===== config.mk =====
export PLATFORM = sky130hd
export DESIGN_NAME = url_glob_matcher
export DESIGN_NICKNAME = d
export VERILOG_FILES = /design/src/ugm_pkg.sv /design/src/ugm_front.sv /design/src/ugm_engine.sv /design/src/url_glob_matcher.sv
export VERILOG_INCLUDE_DIRS = /design/src /design/src/src
export SDC_FILE = /design/constraint.sdc
export NUM_CORES = 2
export LEC_CHECK = 0
export BUFFER_PORTS_ARGS = -buffer_cell sky130_fd_sc_hd__buf_4
export CELL_PAD_IN_SITES_DETAIL_PLACEMENT = 1
export CELL_PAD_IN_SITES_GLOBAL_PLACEMENT = 1
export CORE_UTILIZATION = 35
export CTS_BUF_LIST = sky130_fd_sc_hd__clkbuf_4
export CTS_CLUSTER_DIAMETER = 30
export CTS_CLUSTER_SIZE = 16
export DETAILED_ROUTE_END_ITERATION = 8
export PLACE_DENSITY = 0.63
export SETUP_SLACK_MARGIN = 0.3
export SLEW_MARGIN = 20
export SYNTH_ARGS = -nofsm -noshare
export SYNTH_HDL_FRONTEND = slang
export SYNTH_SLANG_ARGS = --single-unit

===== constraint.sdc =====
create_clock -name clk -period 5.4 [get_ports clk]
set_input_delay 0.81 -clock clk [delete_from_list [all_inputs] [get_ports clk]]
set_output_delay 0.81 -clock clk [all_outputs]
set_load 0.05 [all_outputs]

===== src/url_glob_matcher_macros.svh =====
// Assertion macros for the url glob matcher.
// Included by the top level; no other dependencies.
`ifndef URL_GLOB_MATCHER_MACROS_SVH
`define URL_GLOB_MATCHER_MACROS_SVH
`ifndef SYNTHESIS
`define UGM_ASSERT(lbl, clk_s, rst_s, prop, msg) \
  lbl: assert property (@(posedge clk_s) disable iff (rst_s) prop) else $error(msg);
`define UGM_ASSERT_ALWAYS(lbl, clk_s, prop, msg) \
  lbl: assert property (@(posedge clk_s) prop) else $error(msg);
`else
`define UGM_ASSERT(lbl, clk_s, rst_s, prop, msg)
`define UGM_ASSERT_ALWAYS(lbl, clk_s, prop, msg)
`endif
`endif


===== src/ugm_pkg.sv =====
// Shared constants, types and codes of the url glob matcher.
// No dependencies; used by ugm_front, ugm_engine and url_glob_matcher.
package ugm_pkg;

  localparam int PATTERN_MAX   = 64;
  localparam int CANDIDATE_MAX = 256;

  localparam int PCW = $clog2(PATTERN_MAX + 1);
  localparam int CCW = $clog2(CANDIDATE_MAX + 1);
  localparam int PAW = $clog2(PATTERN_MAX);
  localparam int CAW = $clog2(CANDIDATE_MAX);
  localparam int LW  = (PCW > CCW) ? PCW : CCW;

  localparam int FQ_DEPTH = 4;
  localparam int FQ_PW    = $clog2(FQ_DEPTH);
  localparam int FQ_CW    = $clog2(FQ_DEPTH + 1);

  typedef logic [PCW-1:0]   pcnt_t;
  typedef logic [CCW-1:0]   ccnt_t;
  typedef logic [PAW-1:0]   paddr_t;
  typedef logic [CAW-1:0]   caddr_t;
  typedef logic [LW-1:0]    len_cmp_t;
  typedef logic [FQ_PW-1:0] fq_ptr_t;
  typedef logic [FQ_CW-1:0] fq_cnt_t;

  // input op codes
  localparam logic [1:0] OP_PATTERN   = 2'd0;
  localparam logic [1:0] OP_CANDIDATE = 2'd1;
  localparam logic [1:0] OP_FINISH    = 2'd2;

  // configuration register indexes
  localparam logic [1:0] REG_MATCH_FLAGS = 2'd0;
  localparam logic [1:0] REG_KNOWN_MASK  = 2'd1;

  localparam int FLAG_GLOB = 0;
  localparam logic [1:0] KNOWN_MASK_RESET = 2'd1;

  localparam logic [7:0] CH_QMARK  = 8'h3F;
  localparam logic [7:0] CH_BSLASH = 8'h5C;
  localparam logic [7:0] CH_STAR   = 8'h2A;
  localparam logic [7:0] CH_SLASH  = 8'h2F;

  typedef enum logic [1:0] {
    KIND_PATTERN,
    KIND_CANDIDATE,
    KIND_FINISH
  } item_kind_t;

  typedef struct packed {
    item_kind_t kind;
    logic [7:0] data;
  } item_t;

  typedef struct packed {
    logic  valid;
    item_t item;
  } fq_out_t;

  typedef struct packed {
    logic busy;
    logic ready;
  } eng_status_t;

endpackage


===== src/ugm_front.sv =====
// Front end: takes input beats, decodes the op and queues the work items.
// Depends on ugm_pkg.
module ugm_front (
  input  logic                 clk,
  input  logic                 rst,
  input  logic                 push,
  output logic                 full,
  input  logic [1:0]           op,
  input  logic [7:0]           byte_value,
  output ugm_pkg::fq_out_t     fq,
  input  logic                 fq_ready
);

  ugm_pkg::item_t   slots [ugm_pkg::FQ_DEPTH];
  ugm_pkg::fq_ptr_t wr_ptr;
  ugm_pkg::fq_ptr_t rd_ptr;
  ugm_pkg::fq_cnt_t count;
  ugm_pkg::item_t   dec_item;
  logic             dec_valid;
  logic             wr_en;
  logic             rd_en;

  always_comb begin
    dec_item.data = byte_value;
    dec_item.kind = ugm_pkg::KIND_PATTERN;
    dec_valid     = 1'b1;
    case (op)
      ugm_pkg::OP_PATTERN:   dec_item.kind = ugm_pkg::KIND_PATTERN;
      ugm_pkg::OP_CANDIDATE: dec_item.kind = ugm_pkg::KIND_CANDIDATE;
      ugm_pkg::OP_FINISH:    dec_item.kind = ugm_pkg::KIND_FINISH;
      default:               dec_valid = 1'b0;  // unused op: taken, dropped
    endcase
  end

  assign full     = (count == ugm_pkg::fq_cnt_t'(ugm_pkg::FQ_DEPTH));
  assign wr_en    = push && !full && dec_valid;
  assign fq.valid = (count != '0);
  assign fq.item  = slots[rd_ptr];
  assign rd_en    = fq.valid && fq_ready;

  always_ff @(posedge clk) begin
    if (wr_en) begin
      slots[wr_ptr] <= dec_item;
    end
  end

  always_ff @(posedge clk) begin
    if (rst) begin
      wr_ptr <= '0;
      rd_ptr <= '0;
      count  <= '0;
    end else begin
      if (wr_en) begin
        wr_ptr <= wr_ptr + 1'b1;
      end
      if (rd_en) begin
        rd_ptr <= rd_ptr + 1'b1;
      end
      case ({wr_en, rd_en})
        2'b10:   count <= count + 1'b1;
        2'b01:   count <= count - 1'b1;
        default: count <= count;
      endcase
    end
  end

endmodule


===== src/ugm_engine.sv =====
// Back end: string stores, exact and glob match sequencer, result register.
// Depends on ugm_pkg.
module ugm_engine (
  input  logic                  clk,
  input  logic                  rst,
  input  ugm_pkg::fq_out_t      fq,
  output ugm_pkg::eng_status_t  status,
  input  logic [1:0]            flags,
  input  logic [1:0]            known_mask,
  output logic                  empty,
  input  logic                  pop,
  output logic                  matched,
  output logic                  overflow
);

  typedef enum logic [3:0] {
    S_IDLE,
    S_FETCH,
    S_EVAL,
    S_RFETCH,
    S_REVAL,
    S_SPAN,
    S_XFETCH,
    S_XEVAL,
    S_DONE
  } state_t;

  state_t         state;
  logic [7:0]     pmem [ugm_pkg::PATTERN_MAX];
  logic [7:0]     cmem [ugm_pkg::CANDIDATE_MAX];
  logic [7:0]     pa_data;
  logic [7:0]     pb_data;
  logic [7:0]     c_data;

  ugm_pkg::pcnt_t plen;
  ugm_pkg::ccnt_t clen;
  logic           ovf_seen;
  ugm_pkg::pcnt_t pp;
  ugm_pkg::ccnt_t cp;
  logic           seg_v;
  ugm_pkg::pcnt_t seg_pat;
  ugm_pkg::ccnt_t seg_cand;
  logic           span_v;
  ugm_pkg::pcnt_t span_pat;
  ugm_pkg::ccnt_t span_cand;
  logic           star_run;
  logic           star_multi;
  logic           done_match;
  logic           res_valid;
  logic           res_matched;
  logic           res_ovf;

  logic                  take;
  logic                  p_wr;
  logic                  c_wr;
  logic [ugm_pkg::PCW:0] pp_plus1;
  logic                  pat_in;
  logic                  esc_ok;
  logic                  star_here;
  logic [1:0]            span;
  logic                  span_ok;
  logic                  flags_bad;
  ugm_pkg::caddr_t       c_addr;

  assign status.ready = (state == S_IDLE) &&
                        (fq.item.kind != ugm_pkg::KIND_FINISH || !res_valid);
  assign status.busy  = (state != S_IDLE);
  assign take         = fq.valid && status.ready;
  assign p_wr = take && fq.item.kind == ugm_pkg::KIND_PATTERN &&
                plen < ugm_pkg::pcnt_t'(ugm_pkg::PATTERN_MAX);
  assign c_wr = take && fq.item.kind == ugm_pkg::KIND_CANDIDATE &&
                clen < ugm_pkg::ccnt_t'(ugm_pkg::CANDIDATE_MAX);

  assign empty    = !res_valid;
  assign matched  = res_matched;
  assign overflow = res_ovf;

  assign flags_bad = (flags & ~known_mask) != 2'b00;
  assign pp_plus1  = {1'b0, pp} + 1'b1;
  assign pat_in    = pp < plen;
  assign esc_ok    = pp_plus1 < {1'b0, plen};
  assign star_here = pat_in && pa_data == ugm_pkg::CH_STAR;
  assign span_ok   = span_v && span_cand < clen;
  assign c_addr    = (state == S_RFETCH) ? seg_cand[ugm_pkg::CAW-1:0] : cp[ugm_pkg::CAW-1:0];

  // pattern bytes consumed by the element at pp against the candidate byte
  always_comb begin
    if (!pat_in) begin
      span = 2'd0;
    end else if (pa_data == ugm_pkg::CH_QMARK) begin
      span = (c_data != ugm_pkg::CH_SLASH) ? 2'd1 : 2'd0;
    end else if (pa_data == ugm_pkg::CH_BSLASH && esc_ok) begin
      span = (pb_data == c_data) ? 2'd2 : 2'd0;
    end else begin
      span = (pa_data == c_data) ? 2'd1 : 2'd0;
    end
  end

  always_ff @(posedge clk) begin
    if (p_wr) begin
      pmem[plen[ugm_pkg::PAW-1:0]] <= fq.item.data;
    end
    pa_data <= pmem[pp[ugm_pkg::PAW-1:0]];
    pb_data <= pmem[pp_plus1[ugm_pkg::PAW-1:0]];
  end

  always_ff @(posedge clk) begin
    if (c_wr) begin
      cmem[clen[ugm_pkg::CAW-1:0]] <= fq.item.data;
    end
    c_data <= cmem[c_addr];
  end

  always_ff @(posedge clk) begin
    if (rst) begin
      state     <= S_IDLE;
      plen      <= '0;
      clen      <= '0;
      ovf_seen  <= 1'b0;
      seg_v     <= 1'b0;
      span_v    <= 1'b0;
      star_run  <= 1'b0;
      res_valid <= 1'b0;
    end else begin
      if (pop && res_valid) begin
        res_valid <= 1'b0;
      end
      case (state)
        S_IDLE: begin
          if (take) begin
            case (fq.item.kind)
              ugm_pkg::KIND_PATTERN: begin
                if (p_wr) plen <= plen + 1'b1;
                else ovf_seen <= 1'b1;
              end
              ugm_pkg::KIND_CANDIDATE: begin
                if (c_wr) clen <= clen + 1'b1;
                else ovf_seen <= 1'b1;
              end
              default: begin
                pp       <= '0;
                cp       <= '0;
                seg_v    <= 1'b0;
                span_v   <= 1'b0;
                star_run <= 1'b0;
                if (ovf_seen || flags_bad) begin
                  done_match <= 1'b0;
                  state      <= S_DONE;
                end else if (flags[ugm_pkg::FLAG_GLOB]) begin
                  state <= S_FETCH;
                end else if (ugm_pkg::len_cmp_t'(plen) != ugm_pkg::len_cmp_t'(clen)) begin
                  done_match <= 1'b0;
                  state      <= S_DONE;
                end else begin
                  state <= S_XFETCH;
                end
              end
            endcase
          end
        end
        S_FETCH: state <= S_EVAL;
        S_EVAL: begin
          if (star_run) begin
            if (star_here) begin
              pp         <= pp + 1'b1;
              star_multi <= 1'b1;
              state      <= S_FETCH;
            end else begin
              // run of stars ended; pp unchanged so the read data stays good
              star_run <= 1'b0;
              if (star_multi) begin
                span_v    <= 1'b1;
                span_pat  <= pp;
                span_cand <= cp;
                seg_v     <= 1'b0;
              end else begin
                seg_v    <= 1'b1;
                seg_pat  <= pp;
                seg_cand <= cp;
              end
            end
          end else if (star_here) begin
            star_run   <= 1'b1;
            star_multi <= 1'b0;
            pp         <= pp + 1'b1;
            state      <= S_FETCH;
          end else if (cp < clen && span != 2'd0) begin
            pp    <= pp + ugm_pkg::pcnt_t'(span);
            cp    <= cp + 1'b1;
            state <= S_FETCH;
          end else if (cp >= clen && pp == plen) begin
            done_match <= 1'b1;
            state      <= S_DONE;
          end else begin
            state <= seg_v ? S_RFETCH : S_SPAN;
          end
        end
        S_RFETCH: state <= S_REVAL;
        S_REVAL: begin
          if (seg_cand < clen && c_data != ugm_pkg::CH_SLASH) begin
            seg_cand <= seg_cand + 1'b1;
            pp       <= seg_pat;
            cp       <= seg_cand + 1'b1;
            state    <= S_FETCH;
          end else begin
            seg_v <= 1'b0;
            state <= S_SPAN;
          end
        end
        S_SPAN: begin
          if (span_ok) begin
            span_cand <= span_cand + 1'b1;
            seg_v     <= 1'b0;
            pp        <= span_pat;
            cp        <= span_cand + 1'b1;
            state     <= S_FETCH;
          end else begin
            done_match <= 1'b0;
            state      <= S_DONE;
          end
        end
        S_XFETCH: begin
          if (pp == plen) begin
            done_match <= 1'b1;
            state      <= S_DONE;
          end else begin
            state <= S_XEVAL;
          end
        end
        S_XEVAL: begin
          if (pa_data != c_data) begin
            done_match <= 1'b0;
            state      <= S_DONE;
          end else begin
            pp    <= pp + 1'b1;
            cp    <= cp + 1'b1;
            state <= S_XFETCH;
          end
        end
        S_DONE: begin
          res_valid   <= 1'b1;
          res_matched <= done_match && !ovf_seen;
          res_ovf     <= ovf_seen;
          plen        <= '0;
          clen        <= '0;
          ovf_seen    <= 1'b0;
          seg_v       <= 1'b0;
          span_v      <= 1'b0;
          state       <= S_IDLE;
        end
        default: state <= S_IDLE;
      endcase
    end
  end

endmodule


===== src/url_glob_matcher.sv =====
// Top level of the url glob matcher: config registers, front queue, engine.
// Depends on ugm_pkg, ugm_front, ugm_engine and url_glob_matcher_macros.svh.
// Loads: 1 byte beat per cycle while the front queue is not full. A finish is rejected outright
// (flags, overflow, exact length), compared byte by byte in exact mode, or else run through glob
// steps with star run ends, segment retries and span retries.
// Reset (rst, synchronous): both strings empty, no result waiting, flags 0, mask 1.
`include "url_glob_matcher_macros.svh"

module url_glob_matcher (
  input  logic       clk,
  input  logic       rst,
  input  logic       push,
  output logic       full,
  input  logic [1:0] op,
  input  logic [7:0] byte_value,
  output logic       empty,
  input  logic       pop,
  output logic       matched,
  output logic       overflow,
  input  logic       cfg_valid,
  output logic       cfg_ready,
  input  logic [1:0] cfg_index,
  input  logic [1:0] cfg_data
);

  logic [1:0]           match_flags;
  logic [1:0]           known_flags_mask;
  ugm_pkg::fq_out_t     fq;
  ugm_pkg::eng_status_t eng_status;

  assign cfg_ready = 1'b1;

  always_ff @(posedge clk) begin
    if (rst) begin
      match_flags      <= '0;
      known_flags_mask <= ugm_pkg::KNOWN_MASK_RESET;
    end else if (cfg_valid && cfg_ready) begin
      case (cfg_index)
        ugm_pkg::REG_MATCH_FLAGS: match_flags      <= cfg_data;
        ugm_pkg::REG_KNOWN_MASK:  known_flags_mask <= cfg_data;
        default: ;
      endcase
    end
  end

  ugm_front u_front (
    .clk        (clk),
    .rst        (rst),
    .push       (push),
    .full       (full),
    .op         (op),
    .byte_value (byte_value),
    .fq         (fq),
    .fq_ready   (eng_status.ready)
  );

  ugm_engine u_engine (
    .clk        (clk),
    .rst        (rst),
    .fq         (fq),
    .status     (eng_status),
    .flags      (match_flags),
    .known_mask (known_flags_mask),
    .empty      (empty),
    .pop        (pop),
    .matched    (matched),
    .overflow   (overflow)
  );

  `UGM_ASSERT_ALWAYS(a_reset_clears, clk, rst |=> (empty && !full), "reset left queues busy")
  `UGM_ASSERT(a_ovf_no_match, clk, rst, (!empty && overflow) |-> !matched, "match with overflow")
  `UGM_ASSERT(a_busy_stalls, clk, rst, eng_status.busy |-> !eng_status.ready, "engine took item while busy")
  `UGM_ASSERT(a_finish_slot, clk, rst, (fq.valid && eng_status.ready && fq.item.kind == ugm_pkg::KIND_FINISH) |-> empty, "finish taken with result pending")

endmodule

After elaboration in Yosys (flattened, before gate mapping) --
Memories as Yosys holds them, arrays and structs flattened. A register that Yosys moved wholly into a read port is not among the register bits. Cells that the tools add are included.
Storage, ports and cells: register bits 88, memories kept 3, output and inout bits 5, bits of input ports 19, bits in writable memories 2600
Memories:
- u_engine.cmem | depth 256, width 8, read ports 1, clocked after memory_dff 1, wr ports 1, RTL line ugm_engine.sv:30 | logic [7:0] cmem [ugm_pkg::CANDIDATE_MAX];
- u_engine.pmem | depth 64, width 8, read ports 2, clocked after memory_dff 2, wr ports 1, RTL line ugm_engine.sv:29 | logic [7:0] pmem [ugm_pkg::PATTERN_MAX];
- u_front.slots | depth 4, width 10, read ports 1, clocked after memory_dff 1, wr ports 1, RTL line ugm_front.sv:14 | ugm_pkg::item_t slots [ugm_pkg::FQ_DEPTH];
Operators by class: eq/ne operators 53, multiplexer cells 106, bitwise operators 5, reduce and logical (&&, ||, !) cells 58, add/sub/neg operators 12, magnitude comparators 8
Operators by type and width (number):
- $mux W9 | 17
- $mux W7 | 12
- $pmux W9 S2 | 3
- $mux W4 | 13
- $pmux W9 S5 | 1
- $mux W1 | 40
- $add A9 B1 Y9 const B | 4
- $pmux W7 S5 | 1
- $pmux W4 S8 | 1
- $lt A9 B9 Y1 | 3
- $ne A2 B1 Y1 const B | 11
- $ne A2 B2 Y1 const B | 11
- $ne A3 B3 Y1 const B | 6
- $reduce_and A6 Y1 | 3
- $eq A4 B3 Y1 const B | 4
- $eq A8 B6 Y1 const B | 2
- $eq A8 B8 Y1 | 2
- $logic_and A1 B1 Y1 | 16
- $reduce_bool A2 Y1 | 8
- $reduce_and A5 Y1 | 3
- $reduce_bool A5 Y1 | 3
- $add A7 B1 Y7 const B | 2
- $pmux W7 S2 | 1
- $reduce_and A13 Y1 | 1
- other kinds (46) | 74

Longest topological paths before layout --
word-level depth 12, gate-level depth with buffers 20

Modules after synthesis --
Synthesis repeated with hierarchy kept, for this count alone.
Second synthesis, totals: cells, all modules 6808, area total of the unflattened synthesis 112304.0 sq um
By module, submodules not included:
- ugm_engine | times used 1, cells each 6683, area an instance 110160.7 sq um
- ugm_front | times used 1, cells each 106, area an instance 1953.1 sq um
- url_glob_matcher | times used 1, cells each 19, area an instance 190.2 sq um

Worst setup path after synthesis --
No wires, ideal clock.
path kind register to register, start point reg u_engine.pp[1], end point reg u_engine.cp[0] (enable), stages on the path, launching flop included 15, arrival time 4.282 ns, setup time 0.390 ns, setup slack 0.728 ns, required time 5.010 ns, clock period less this slack 4.672 ns, path through edfxtp_1 -> ha_1 -> xnor2_1 -> inv_1 -> clkbuf_1 -> clkbuf_1 -> clkbuf_1 -> ha_1 -> o21a_1 -> o21a_1 -> o21ai_0 -> a21oi_1 -> or4_1 -> a211o_1 -> a211oi_1
On the way: longest elaborated chain between the ends 10
RTL lines:
- start, declared | RTL line ugm_engine.sv:38 | ugm_pkg::pcnt_t pp;
- start signal, assigned | RTL line ugm_engine.sv:165 | pp <= pp + 1'b1;
- start signal, assigned | RTL line ugm_engine.sv:185 | pp <= pp + 1'b1;
- start signal, assigned | RTL line ugm_engine.sv:188 | pp <= pp + ugm_pkg::pcnt_t'(span);
- $add A7 B1 Y8 | RTL line ugm_engine.sv:79 | assign pp_plus1 = {1'b0, pp} + 1'b1;
- $lt A8 B7 Y1 | RTL line ugm_engine.sv:81 | assign esc_ok = pp_plus1 < {1'b0, plen};
- $logic_and A1 B1 Y1 | RTL line ugm_engine.sv:92 | end else if (pa_data == ugm_pkg::CH_BSLASH && esc_ok) begin
- $mux W2 | RTL line ugm_engine.sv:92
- $mux W2 | RTL line ugm_engine.sv:90 | end else if (pa_data == ugm_pkg::CH_QMARK) begin
- $mux W2 | RTL line ugm_engine.sv:88 | if (!pat_in) begin
- $reduce_bool A2 Y1 | RTL line ugm_engine.sv:187 | end else if (cp < clen && span != 2'd0) begin
- $logic_and A1 B1 Y1 | RTL line ugm_engine.sv:187
- $ne A2 B1 Y1 (no line)
- $reduce_and A10 Y1 (no line) *
- end signal, assigned | RTL line ugm_engine.sv:189 | cp <= cp + 1'b1;
- end signal, assigned | RTL line ugm_engine.sv:203 | cp <= seg_cand + 1'b1;
- end signal, assigned | RTL line ugm_engine.sv:215 | cp <= span_cand + 1'b1;
- end, declared | RTL line ugm_engine.sv:39 | ugm_pkg::ccnt_t cp;
Mark *: on every way between the ends. The rest lies on a longest branch, timed or not. A chain may end at the register's enable or synchronous reset.

Worst setup path in the final report --
start point reg u_engine.state[0], end point reg u_engine.c_data[1] (read register of u_engine.cmem)
On the way: longest elaborated chain between the ends 2
RTL lines:
- start, declared | RTL line ugm_engine.sv:28 | state_t state;
- start signal, assigned | RTL line ugm_engine.sv:195 | state <= seg_v ? S_RFETCH : S_SPAN;
- $eq A4 B2 Y1 | RTL line ugm_engine.sv:84 | assign c_addr = (state == S_RFETCH) ? seg_cand[ugm_pkg::CAW-1:0] : cp[ugm_pkg::CAW-1:0];
- $mux W8 | RTL line ugm_engine.sv:84
- end, declared | RTL line ugm_engine.sv:33 | logic [7:0] c_data;
Every way passes these cells.

==> impl_metrics.toml <==
[worst_setup_path]
ff2ff_setup_slack_ns = 0.32
max_stage_delay_ns = 0.83
cp_top_family = "simple AND/OR/NAND/NOR gates"
crit_path_end_kind = "flop"
reg2reg_from = "u_engine.state[0]"
critPathMaxFanout = 48
cp_data_arrival_time_ns = 6.46
path_class = "flop to flop"
critical_path_required_ns = 6.78
crit_top_cell = "buf_4"
crit_path_start = "u_engine.state[0]"
r2r_cells = 11
cp_num_buf_inv = 4
cp_num_cells = 11
endpoint = "u_engine.c_data[1]"
start_kind = "flop"
worstPathCellList = "and4bb_2 > buf_4 > mux2_8 > buf_12 > buf_4 > o221ai_1 > a21oi_1 > nor4_1 > buf_4 > nor4_1 > nor4b_1"
crit_slowest_cell = "nor4_1"
worstReg2RegEnd = "u_engine.c_data[1]"

[yosys]
synth.area.top_cells = "edfxtp_1, mux4_2, mux2i_1, nand2_1, a21oi_1"
synth_cells = 7586
ys_warn_count = 0
synth_fp_nets = 7662
syn-cell-area_sq_um = 113000
ys_seq_area_frac = 0.714
synth.distinct_cells = 81
synth_edf_count = 2652
synth-seq-cells = 2714
yosys.area.top_type = "edfxtp_1"
ys_async_sr_fraction = 0
synth_top_area_share = 0.703
synth_ff_type = "edfxtp_1"
synth.avg_cell_area_sq_um = 14.9

[worst_hold_path]
hold_class = "input pin to flop"
holdPathStages = 5

[grt]
grt_pass1_wl_microns = 545000
track_usage = 0.229
grt_overflow_total = 0
grt_max_degree = 177
grt_pass1_vias = 76686
antenna_found_initial = 18

[final_layout]
postLayoutCellArea_sq_um = 132000
n_fill_cell = 32728
regArea_sq_um = 80900
multi_input_area_sq_um = 30200
nNetsFinal = 8401
areaGrowthSynthToFinish_pct = 16.7
drive_above_1_share = 0.224

[pwr]
leakage_uw = 0.0445
power_density_nw_per_um2 = 491
ir_drop_mv = 0.478
finalPower_uw = 64900

[die]
die-area_sq_um = 326000
die_height_microns = 571
die_w_microns = 571
coreArea_sq_um = 321000
num_rows = 208
start_util = 0.352
pin_count = 24

[drt]
wire_per_inst_microns = 29.0
viasPerCell = 5.63
drc = 0
ant_nets = 0
dr_total_vias = 73851
drt_iter0_markers = 7214
first_pass_iters = 6
totalWireLength_microns = 381000

[clock_tree]
cts_setup_buffers = 0
root_buffer = "clkbuf_4"
cts_made_buffers = 582
cts_tree = "built"
htreeDepth = 6
path_clk_slew_ns = 0.08
clk_latency_ns = 1.58
clk_path_buf_depth = 4
cts_sinks = 2714

[sta]
drv_slew = 0
timing.fmax_mhz = 197
tns_ns = 0
fin_ws_ns = 0.318
worst_pin_slew_ns = 1.40
setup_viol_count_final = 0
rsz0062_at_grt = "false"
finClkSkew_ns = 0.222
fin_crit_sh = 0.941
slew_headroom = 0.0663
hold_viol = 0
fin_crit_ns = 5.08

[placement]
pre_cts_slack_ns = 0.204
numPortBuffers = 22
post_dp_cell_area_sq_um = 122000
gp_congestion = 0.880
post-dp-hpwl_microns = 234000

[flow_run]
drv_cap = 0

[status]
outcome = "finished clean"
==> worst min-delay path: stages <==
cell and delay, ns:
buf_4 0.09, nor3b_1 0.08, mux2i_1 0.13, dlygate4sd3_1 0.56, nor2_1 0.09
==> area by class of cell <==
| class | instances | share of cell area |
|---|---|---|
| multi-input cells | 4346 | 0.228 |
| diodes | 12 | 0.000227 |
| clock buffers | 651 | 0.0370 |
| flip-flops and latches | 2714 | 0.612 |
| inverters | 39 | 0.00111 |
| repair buffers | 642 | 0.0421 |
| clock inverters | 419 | 0.0390 |
| well taps | 4305 | 0.0407 |
==> worst min-delay path by stage <==
| stage | startpoint | to |
|---|---|---|
| final | cfg_index[0] | match_flags[1] |
| after global placement | known_flags_mask[0] | known_flags_mask[0] |
| after CTS | cfg_index[0] | match_flags[0] |
| after floorplan | u_engine.star_run | u_engine.star_multi |
| after global routing | cfg_index[0] | match_flags[1] |
| after detailed placement | known_flags_mask[0] | known_flags_mask[0] |
==> synth_stat cells, types with 15 or more instances <==
cell type and n:
a2111oi_0 31, a211oi_1 49, a21o_1 15, a21oi_1 449, a221o_1 17, a221oi_1 35, a311oi_1 28, a31oi_1 43
and3_1 35, buf_1 67, buf_2 126, buf_4 48, buf_6 33, clkbuf_1 212, dfxtp_1 62, edfxtp_1 2652
ha_1 55, inv_1 39, mux2_2 33, mux2i_1 470, mux4_2 278, nand2_1 1238, nand2b_1 18, nand3_1 246
nand4_1 39, nor2_1 461, nor2b_1 18, nor3_1 86, nor4_1 89, o211ai_1 25, o21ai_0 121, o221ai_1 87
o22ai_1 131, or3_1 15, xnor2_1 37, xor2_1 32
==> cell families after synthesis <==
kind of cell    synth area share
xor+xnor                 0.00534
fa+ha+maj                0.00643
flops                      0.714
buf+inv                   0.0227
simple gates              0.0862
other cells            0.0000331
mux                        0.101
compound gates            0.0645
==> timing repair <==
| action | CTS | global route |
|---|---|---|
| hold buffers | 38 | 0 |
| endpoints found under the hold margin | 112 | 0 |
| endpoints found under the setup margin | 1 | 2 |
| gates resized for setup | 1 | 2 |
| pin swaps | 0 | 0 |
==> cell usage in the layout, fill, tap and decap left out, types with 39 or more instances in the layout <==
master and instances:
a211oi_1 49, a21oi_1 449, a31oi_1 43, buf_12 52
buf_4 552, bufinv_16 106, clkbuf_4 651, clkinv_1 72
clkinv_2 64, clkinv_4 55, clkinvlp_4 75, dfxtp_1 62
edfxtp_1 2652, ha_1 54, mux2i_1 464, mux4_2 270
nand2_1 1222, nand3_1 242, nand4_1 39, nor2_1 456
nor3_1 83, nor4_1 83, o21ai_0 121, o221ai_1 87
o22ai_1 131
==> layer usage <==
layer / global-route usage / routed length [microns]
met3: 0.0384 / 27000
met2: 0.379 / 183000
met4: 0.0989 / 16000
met5: 0 / 100
met1: 0.297 / 155000
==> where the power goes <==
part	total [uW]	leakage [uW]	switching (uW)	internal (uW)
Sequential	25900	0.0244	452	25500
Clock	20700	0.00530	9400	11300
Combinational	18200	0.0148	12900	5380
Total	64900	0.0445	22700	42200
==> stage by stage <==
stage	utilization	instances	hold WS [ns]
CTS	0.411	13116	0.0251
global placement	0.379	12008	0.467
detailed placement	0.379	12008	0.511
floorplan	-	7586	0.406
global route	0.411	13118	0.264
finish	0.411	13128	0.294
==> flip-flops by register name, summed over array words and instances (netlist names), 2 cells and up, named ones only <==
| register | flops |
|---|---|
| u_front.wr_ptr | 2 |
| u_engine.state | 4 |
| u_engine.pmem | 512 |
| u_engine.pb_data | 8 |
| u_engine.span_pat | 7 |
| u_engine.seg_pat | 7 |
| u_front.rd_ptr | 2 |
| u_engine.plen | 7 |
| u_engine.pp | 7 |
| u_engine.cmem | 2048 |
| u_engine.c_data | 8 |
| u_engine.cp | 9 |
| known_flags_mask | 2 |
| u_front.count | 3 |
| u_front.slots | 40 |
| u_engine.span_cand | 9 |
| u_engine.seg_cand | 9 |
| match_flags | 2 |
| u_engine.clen | 9 |
| u_engine.pa_data | 8 |
(Power assumes the default switching activity.)
